$ cat src/sv/hee_pkg.sv
// Shared types, entity table and lookup functions for the HTML entity escaper.
package hee_pkg;

  localparam int unsigned ByteW   = 8;
  localparam int unsigned SelW    = 5;
  localparam int unsigned PosW    = 3;
  localparam int unsigned EntChars = 7;

  // Selector value meaning "plain byte, no entity"
  localparam logic [SelW-1:0] ENT_NONE = '0;

  typedef struct packed {
    logic [ByteW-1:0] in_byte;
    logic             final_byte;
  } in_t;

  typedef struct packed {
    logic [ByteW-1:0] out_byte;
    logic             run_last;
    logic             string_end;
  } out_t;

  // Classified request held between front and back
  typedef struct packed {
    logic [ByteW-1:0] in_byte;
    logic [SelW-1:0]  ent_sel;
    logic             final_byte;
  } item_t;

  // Queue status seen by both sides
  typedef struct packed {
    logic full;
    logic empty;
  } q_stat_t;

  // Map a byte to its entity number plus one, or ENT_NONE
  function automatic logic [SelW-1:0] ent_classify(input logic [ByteW-1:0] b);
    logic [SelW-1:0] sel;
    unique case (b)
      8'h22:   sel = 5'd1;
      8'h26:   sel = 5'd2;
      8'hB0:   sel = 5'd3;
      8'hB2:   sel = 5'd4;
      8'hB3:   sel = 5'd5;
      8'hB4:   sel = 5'd6;
      8'hB5:   sel = 5'd7;
      8'h80:   sel = 5'd8;
      8'hA7:   sel = 5'd9;
      8'hE4:   sel = 5'd10;
      8'hC4:   sel = 5'd11;
      8'hF6:   sel = 5'd12;
      8'hD6:   sel = 5'd13;
      8'hFC:   sel = 5'd14;
      8'hDC:   sel = 5'd15;
      8'hDF:   sel = 5'd16;
      default: sel = ENT_NONE;
    endcase
    return sel;
  endfunction

  // Entity text, left aligned and padded with spaces to seven characters
  function automatic logic [8*EntChars-1:0] ent_text(input logic [SelW-1:0] sel);
    logic [8*EntChars-1:0] t;
    unique case (sel)
      5'd1:    t = "&quot; ";
      5'd2:    t = "&amp;  ";
      5'd3:    t = "&#176; ";
      5'd4:    t = "&sup2; ";
      5'd5:    t = "&sup3; ";
      5'd6:    t = "&acute;";
      5'd7:    t = "&micro;";
      5'd8:    t = "&#8364;";
      5'd9:    t = "&#167; ";
      5'd10:   t = "&auml; ";
      5'd11:   t = "&Auml; ";
      5'd12:   t = "&ouml; ";
      5'd13:   t = "&Ouml; ";
      5'd14:   t = "&uuml; ";
      5'd15:   t = "&Uuml; ";
      5'd16:   t = "&szlig;";
      default: t = "       ";
    endcase
    return t;
  endfunction

  // Entity length in characters, 5 to 7
  function automatic logic [PosW-1:0] ent_len(input logic [SelW-1:0] sel);
    logic [PosW-1:0] n;
    unique case (sel)
      5'd2:                               n = 3'd5;
      5'd6, 5'd7, 5'd8, 5'd16:            n = 3'd7;
      default:                            n = 3'd6;
    endcase
    return n;
  endfunction

  // One character of an entity
  function automatic logic [ByteW-1:0] ent_char(input logic [SelW-1:0] sel,
                                                input logic [PosW-1:0] pos);
    logic [8*EntChars-1:0] t;
    logic [5:0]            lsb;
    t   = ent_text(sel);
    lsb = 6'(8 * (6 - int'(pos)));
    return t[lsb +: 8];
  endfunction

endpackage

$ cat src/sv/hee_front.sv
// Front end: accepts text bytes and classifies them against the entity table.
module hee_front (
  input  logic          push,
  input  hee_pkg::in_t  item,
  input  hee_pkg::q_stat_t stat,
  output logic          wr_en,
  output hee_pkg::item_t wr_data
);
  import hee_pkg::*;

  // Take a request whenever the queue has room
  assign wr_en = push && !stat.full;

  // Look up the entity selector for the byte
  always_comb begin
    wr_data.in_byte    = item.in_byte;
    wr_data.ent_sel    = ent_classify(item.in_byte);
    wr_data.final_byte = item.final_byte;
  end

endmodule

$ cat src/sv/hee_fifo.sv
// Short show-ahead queue of classified requests between front and back.
module hee_fifo #(
  parameter int unsigned DEPTH = 4
) (
  input  logic             clk,
  input  logic             rst,
  input  logic             wr_en,
  input  hee_pkg::item_t   wr_data,
  input  logic             rd_en,
  output hee_pkg::item_t   rd_data,
  output hee_pkg::q_stat_t stat
);
  import hee_pkg::*;

  localparam int unsigned AW = (DEPTH > 1) ? $clog2(DEPTH) : 1;
  localparam int unsigned CW = $clog2(DEPTH + 1);

  item_t         mem [DEPTH];
  logic [AW-1:0] wptr;
  logic [AW-1:0] rptr;
  logic [CW-1:0] count;

  assign stat.full  = (count == CW'(DEPTH));
  assign stat.empty = (count == '0);
  assign rd_data    = mem[rptr];

  // Store incoming requests
  always_ff @(posedge clk) begin
    if (wr_en) begin
      mem[wptr] <= wr_data;
    end
  end

  // Advance pointers and occupancy
  always_ff @(posedge clk) begin
    if (rst) begin
      wptr  <= '0;
      rptr  <= '0;
      count <= '0;
    end else begin
      if (wr_en) begin
        wptr <= (wptr == AW'(DEPTH - 1)) ? '0 : wptr + 1'b1;
      end
      if (rd_en) begin
        rptr <= (rptr == AW'(DEPTH - 1)) ? '0 : rptr + 1'b1;
      end
      if (wr_en && !rd_en) begin
        count <= count + 1'b1;
      end else if (!wr_en && rd_en) begin
        count <= count - 1'b1;
      end
    end
  end

  a_count_bound: assert property (@(posedge clk) disable iff (rst)
    count <= CW'(DEPTH))
    else $error("queue occupancy beyond depth");

  a_no_read_empty: assert property (@(posedge clk) disable iff (rst)
    rd_en |-> !stat.empty)
    else $error("queue read while empty");

  a_no_write_full: assert property (@(posedge clk) disable iff (rst)
    wr_en |-> !stat.full)
    else $error("queue written while full");

endmodule

$ cat src/sv/hee_back.sv
// Back end: expands queued requests into result bytes through an output register.
module hee_back (
  input  logic             clk,
  input  logic             rst,
  input  hee_pkg::item_t   head,
  input  hee_pkg::q_stat_t stat,
  output logic             rd_en,
  input  logic             pop,
  output logic             empty,
  output hee_pkg::out_t    result
);
  import hee_pkg::*;

  logic [PosW-1:0] pos;
  logic [PosW-1:0] pos_next;
  logic            ovalid;
  out_t            odata;
  logic            load;
  logic            plain;
  logic            last;
  logic [ByteW-1:0] ch;

  assign plain = (head.ent_sel == ENT_NONE);
  assign last  = plain || (pos == ent_len(head.ent_sel) - 3'd1);
  assign ch    = plain ? head.in_byte : ent_char(head.ent_sel, pos);

  // Fill the output register when it is free or being drained
  assign load  = !stat.empty && (!ovalid || pop);
  assign rd_en = load && last;

  assign pos_next = last ? '0 : pos + 3'd1;
  assign empty    = !ovalid;
  assign result   = odata;

  // Step through the entity characters
  always_ff @(posedge clk) begin
    if (rst) begin
      pos    <= '0;
      ovalid <= 1'b0;
    end else begin
      if (load) begin
        pos <= pos_next;
      end
      if (load) begin
        ovalid <= 1'b1;
      end else if (pop) begin
        ovalid <= 1'b0;
      end
    end
  end

  // Hold the result byte and its marks
  always_ff @(posedge clk) begin
    if (load) begin
      odata.out_byte   <= ch;
      odata.run_last   <= last;
      odata.string_end <= last && head.final_byte;
    end
  end

  a_plain_at_start: assert property (@(posedge clk) disable iff (rst)
    (!stat.empty && plain) |-> (pos == '0))
    else $error("plain byte met mid-expansion");

  a_pos_in_entity: assert property (@(posedge clk) disable iff (rst)
    (!stat.empty && !plain) |-> (pos < ent_len(head.ent_sel)))
    else $error("position beyond entity length");

  a_idle_pos_zero: assert property (@(posedge clk) disable iff (rst)
    stat.empty |-> (pos == '0))
    else $error("position left over with queue empty");

endmodule

$ cat src/sv/html_entity_escaper.sv
// Top level of the HTML entity escaper: front classifier, request queue, back expander.
// An accepted byte is written into the request queue, then to the output register.
// Throughput: one result byte per cycle while requests are queued and pop is high;
// a plain byte yields one byte, an entity five to seven, one character a cycle.
// Input is taken back to back while the queue of DEPTH requests has room.
// Reset (rst, synchronous, active high) empties the queue and the output register.
module html_entity_escaper #(
  parameter int unsigned DEPTH = 4
) (
  input  logic          clk,
  input  logic          rst,
  input  logic          push,
  output logic          full,
  input  hee_pkg::in_t  item,
  output logic          empty,
  input  logic          pop,
  output hee_pkg::out_t result
);
  import hee_pkg::*;

  logic    wr_en;
  item_t   wr_data;
  logic    rd_en;
  item_t   head;
  q_stat_t stat;

  assign full = stat.full;

  hee_front u_front (
    .push    (push),
    .item    (item),
    .stat    (stat),
    .wr_en   (wr_en),
    .wr_data (wr_data)
  );

  hee_fifo #(
    .DEPTH (DEPTH)
  ) u_fifo (
    .clk     (clk),
    .rst     (rst),
    .wr_en   (wr_en),
    .wr_data (wr_data),
    .rd_en   (rd_en),
    .rd_data (head),
    .stat    (stat)
  );

  hee_back u_back (
    .clk    (clk),
    .rst    (rst),
    .head   (head),
    .stat   (stat),
    .rd_en  (rd_en),
    .pop    (pop),
    .empty  (empty),
    .result (result)
  );

endmodule

$ cat config.mk
export PLATFORM = sky130hd
export DESIGN_NAME = html_entity_escaper
export DESIGN_NICKNAME = d
export VERILOG_FILES = /design/src/sv/hee_pkg.sv /design/src/sv/hee_front.sv /design/src/sv/hee_fifo.sv /design/src/sv/hee_back.sv /design/src/sv/html_entity_escaper.sv
export SDC_FILE = /design/constraint.sdc
export NUM_CORES = 1
export LEC_CHECK = 0
export BUFFER_PORTS_ARGS = -buffer_cell sky130_fd_sc_hd__buf_2
export CAP_MARGIN = 20
export CORE_MARGIN = 3
export CORE_UTILIZATION = 35
export CTS_CLUSTER_DIAMETER = 40
export DETAILED_ROUTE_END_ITERATION = 8
export PLACE_DENSITY_LB_ADDON = 0.12
export SLEW_MARGIN = 40
export SYNTH_ARGS = -nofsm -noshare
export SYNTH_HDL_FRONTEND = slang
export SYNTH_HIERARCHICAL = 1
export SYNTH_SLANG_ARGS = --single-unit
$ cat constraint.sdc
create_clock -name clk -period 4 [get_ports clk]
set_input_delay 0.8 -clock clk [delete_from_list [all_inputs] [get_ports clk]]
set_output_delay 0.8 -clock clk [all_outputs]
set_load 0.02 [all_outputs]
Word level (Yosys, flattened, before mapping). Memories as Yosys holds them, arrays and structs flattened. A register that Yosys moved wholly into a read port is not among the register bits. Index checks and enable logic that the tools add are counted.

Bits in registers: 21. Memory bits (writable): 56. Memory bits (read-only): 1184. Output and inout port bits: 12. Memories kept: 2.

$add $sub $neg: 7. Equality and inequality tests: 25. Shift operators: 1. Mux-type cells: 14. Reductions and logical operators: 18.

Memory list: (name not given) (depth 32, bits a word 37, read ports 1, clocked after memory_dff 0, wr ports 0, RTL line hee_pkg.sv:64) `unique case (sel)`; u_fifo.mem (depth 4, bits a word 14, read ports 1, clocked after memory_dff 1, wr ports 1, RTL line hee_fifo.sv:18) `item_t mem [DEPTH];`.

Operator list (number): equality test 8 bit (second input constant) (14); one-hot mux 5 bit (16 select lines) (1); variable part select 56 x 7 -> 8 bit (1); equality test 8 x 6 -> 1 bit (second input constant) (2); equality test 5 x 3 -> 1 bit (second input constant) (2); two-way mux 3 bit (3); two-way mux 2 bit (4); two-way mux 8 bit (1); adder 3 x 1 -> 3 bit (second input constant) (2); logical AND 1 bit (6); subtractor 3 x 1 -> 3 bit (second input constant) (2); equality test 5 x 2 -> 1 bit (second input constant) (1); equality test 5 x 4 -> 1 bit (second input constant) (1); equality test 5 bit (second input constant) (1); zero test 1 bit (5); zero test 5 bit (1); adder 2 x 1 -> 2 bit (second input constant) (2); equality test 2 bit (second input constant) (2); two-way mux 1 bit (4); one-hot mux 2 bit (2 select lines) (1); nonzero test 2 bit (2); OR reduction 4 bit (1); equality test 3 bit (1); equality test 3 bit (second input constant) (1); 3 further kinds (4).

Logic depth before layout (Yosys ltp).
Depth after elaboration: 10. Depth in mapped cells: 19. Gate-level depth less buffers: 16.

By module. The synthesis kept the hierarchy.

Modules (own cells, without submodules): hee_fifo (instances 1, cells an instance 117, area an instance 2488.6 sq um, sequential area each 1861.8 sq um); hee_back (instances 1, cells an instance 200, area an instance 1500.2 sq um, sequential area each 380.4 sq um); hee_front (instances 1, cells an instance 57, area an instance 377.9 sq um, sequential area each 0.0 sq um).

Worst setup path before layout. OpenSTA, ideal clock, no wires.

Path kind: reg-to-reg. From: register (tool-made name). To: register u_fifo.count[2]. Data arrival time: 3.647 ns. Path slack: 0.283 ns. Cell stages (with the launch flop): 20. Buffers on the path: 3. Period minus slack after synthesis: 3.717 ns. Cells stage by stage: dfxtp_1 -> buf_6 -> buf_12 -> mux4_2 -> clkbuf_1 -> inv_1 -> ha_1 -> nand2b_4 -> o22a_1 -> xnor2_1 -> a21oi_1 -> nand2_1 -> a21oi_1 -> inv_1 -> ha_1 -> inv_1 -> fa_1 -> xor2_1 -> or3_1 -> a21oi_1.

RTL lines: to (signal assigned) (RTL line hee_fifo.sv:48) `count <= count + 1'b1;`; to (signal assigned) (RTL line hee_fifo.sv:50) `count <= count - 1'b1;`; to (decl) (RTL line hee_fifo.sv:21) `logic [CW-1:0] count;`.

==> key figures <==
Status
  • Outcome: finished clean

Finish
  • Filler cells: about 1200
  • Layout area overhead: 13.3%
  • Most frequent cells in the layout: edfxtp_1, nor2_1, buf_2
  • Layout Nets: between 400 and 500
  • Final instance area: around 5000 sq um
  • Commonest non-fill, non-tap cell in the layout: edfxtp_1
  • Ant. Diodes: 0
  • Layout cells sized above 1: 0.180

Synth
  • Syn nets: 402
  • Mapped Cells: 374
  • Largest cells by area after synthesis: edfxtp_1, dfxtp_1, mux4_2
  • Post-synth ARST share: 0
  • Yosys warning total: 6
  • Post-synth EDFFs: 66
  • Number of synthesized register bits: 79
  • Syn Std Cell Area: between 4000 and 5000 sq um
  • Sequential element share of the synthesized area: 0.513
  • Synth top area share: 0.454
  • Ys flop type: edfxtp_1
  • Cell taking the most area after synthesis: edfxtp_1
  • Post-synthesis average cell area: 11.7 sq um
  • Distinct cells, synth: between 60 and 70

Clock network
  • Clk Tree Root Cell: clkbuf_16
  • Clk buf depth: 2
  • Clock transition at the registers of the reported paths: 60 ps
  • Hold_buf cts: 0
  • Post-CTS Setup Bufs: 0
  • Num CTS Buffers: 9
  • CTS tree: yes
  • Clock Sinks: 79
  • Htree depth: 3
  • Latest clock arrival within the worst-skew pair: approximately 350 ps
  • CTS resizes: 0

Global route
  • Overflow after GRT: 0
  • Largest net degree at the start of global routing: 30
  • Initial antenna violation count: 0
  • Vias in the first global route: ~2900
  • Global-route usage over all layers: 0.144
  • Global-route wire length before repair: roughly 16000 microns

Place
  • Final Wtd Congestion: approximately 0.9
  • Post-place setup slack: 254 ps
  • Post-detail-place hpwl: a little under 7000 microns
  • Placed cell areas: 4620 sq um
  • # port buffers: 24

Detailed routing
  • Top layer in use: met4
  • Vias per Instance: 5.23
  • DR pass1 iterations: 5
  • Drt total wl: 9440 microns
  • WL/cell: 16.7 microns
  • DRC: 0
  • Drt initial violations: between 200 and 300
  • Metal-1 WL: roughly 4400 microns
  • Final ANT Viol Nets: 0
  • DR WL met2: between 4000 and 5000 microns
  • Met3 WL post-DR: 426 microns
  • Detailed-route via count: a little under 3000

Worst setup path
  • Crit-path max cell delay: around 550 ps
  • CP arrival: about 4000 ps
  • R2R Path End: u_fifo/count[2]
  • Flop-to-flop setup slack: between 300 and 400 ps
  • Maximum fanout along the worst path: 7
  • Worst Setup End Kind: flop
  • CP endpoint: u_fifo/count[2]
  • Critical path depth in cells: 16
  • Critical Setup Path Class: flop to flop
  • Largest delay contributor family on the critical path: simple AND/OR/NAND/NOR gates
  • CP Launch Type: flop
  • Cell Chain, Critical Path: buf_4 > buf_4 > mux4_2 > xnor2_1 > nor2_1 > or3_1 > a21oi_1 > nand2_2 > a21oi_2 > inv_1 > ha_1 > inv_1 > fa_1 > xor2_1 > or3_1 > a21oi_1
  • Worst R2R Path Depth: 16
  • Slowest CP cell: mux4_2
  • WP data required: about 4300 ps
  • Bufs and invs on worst path: 4

Timing
  • RSZ-0062 raised after global routing: no
  • Rel. slew slack: 0.464
  • Final setup fails: 0
  • Final max-slew violation count: 0
  • Final clock period utilization by the worst path: 0.922
  • Clock Skew: about 9.3 ps
  • Final hold slack: a little over 500 ps
  • Max Freq: around 270 MHz
  • Hold violation total from the final report: 0
  • Final setup TNS: 0 ps
  • Worst Tran Pin Value: 796 ps
  • Final worst path period need: 3690 ps
  • Final worst slack: approximately 310 ps

Floorplanning
  • Core area: 12100 sq um
  • # rows: 40
  • DIE AREA: around 14000 sq um
  • Die height: 118 microns
  • Die Wd: between 100 and 150 microns
  • Io pins: 25
  • Initial Util: 0.361

Power
  • Power Density: around 630 nW/um^2
  • Peak VDD IR: roughly 0.25 mV
  • P_leak: 1.77 nW

Hold path
  • Hold_sp: u_back/ovalid
  • Path category of the worst min-delay check: flop to flop

Flow run
  • Maxcap violations: 0
[cells in the mapped netlist (all sizes together), types with 2 or more instances]
master and number:
a211oi 6, a211o 2, o21a 2, xor2 3, nor2 32, nor4 3, clkbuf 8, o21ai 22
ha 14, a31oi 5, and2 7, edfxtp 66, and3 4, o22ai 2, inv 10, a2111oi 2
or4b 2, nand2 24, nand2b 8, a21oi 20, or3 3, o221ai 2, a311oi 2, mux2i 6
mux4 14, nor3 9, o31ai 3, nor3b 3, nand3 10, dfxtp 13, nor2b 12, o32ai 2
xnor2 5, a22oi 3, buf 23
[area by class of cell]
| cell class | instances | area [sq um] | share of cell area |
|---|---|---|---|
| clock buffers | 9 | 225 | 0.0455 |
| clock inverters | 7 | 96.3 | 0.0195 |
| inverters | 11 | 41.3 | 0.00835 |
| multi-input cells | 253 | 1890 | 0.382 |
| flip-flops and latches | 79 | 2240 | 0.453 |
| well taps | 168 | 210 | 0.0425 |
| repair buffers | 40 | 240 | 0.0486 |
[worst min path at each step]
stage | endpoint | cells after the start
after global routing | u_fifo/count[2] | 2
after CTS | u_back/ovalid | 2
final | u_back/ovalid | 2
after detailed placement | u_back/ovalid | 2
after global placement | u_fifo/count[2] | 2
after floorplan | u_fifo/count[2] | 2
[metal layers]
layer	global-route usage	vias to the layer above
met5	0	-
met4	0.0681	0
met3	0.0466	21
met2	0.218	92
met1	0.187	1395
li1	-	1459
[flip-flops by register name (all words and copies together), names as in the netlist, named ones only]
signal,flops
u_back/ovalid,1
u_back/pos,3
u_back/result,10
u_fifo/count,3
u_fifo/mem,56
u_fifo/rptr,2
u_fifo/wptr,2
[kinds of logic (layout without fill, tap and decap cells)]
group	after synthesis	in the layout	share of synthesized area
AO/OA/AOI/OAI	85	85	0.128
adder cells (fa/ha/maj)	15	15	0.0447
multiplexers	21	21	0.0920
XOR/XNOR	8	8	0.0160
AND/OR/NAND/NOR	124	124	0.151
flip-flops	79	79	0.513
buffers and inverters	42	67	0.0547
[through the flow]
step / std cells / power [mW] / util
4_1_cts: 567 / 3.14 / 0.408
6_report: 567 / 3.11 / 0.408
5_1_grt: 567 / 3.32 / 0.408
2_1_floorplan: 374 / 1.95 / -
3_5_place_dp: 551 / 2.26 / 0.381
3_3_place_gp: 551 / 2.27 / 0.381
[worst reg2reg max path, stage by stage, from the launching register on]
cell and delay, ps:
dfxtp_1 370, buf_4 170, buf_4 190, mux4_2 550, xnor2_1 300, nor2_1 90
or3_1 350, a21oi_1 220, nand2_2 130, a21oi_2 210, inv_1 80, ha_1 200
inv_1 70, fa_1 170, xor2_1 80, or3_1 300, a21oi_1 150
[power breakdown]
| part | switching [mW] | internal (mW) | total [mW] |
|---|---|---|---|
| clock network | 0.322 | 0.548 | 0.870 |
| registers | 0.0509 | 1.08 | 1.13 |
| logic | 0.712 | 0.402 | 1.11 |
| total | 1.08 | 2.03 | 3.11 |
No activity file was read; power rests on OpenSTA's default activity.
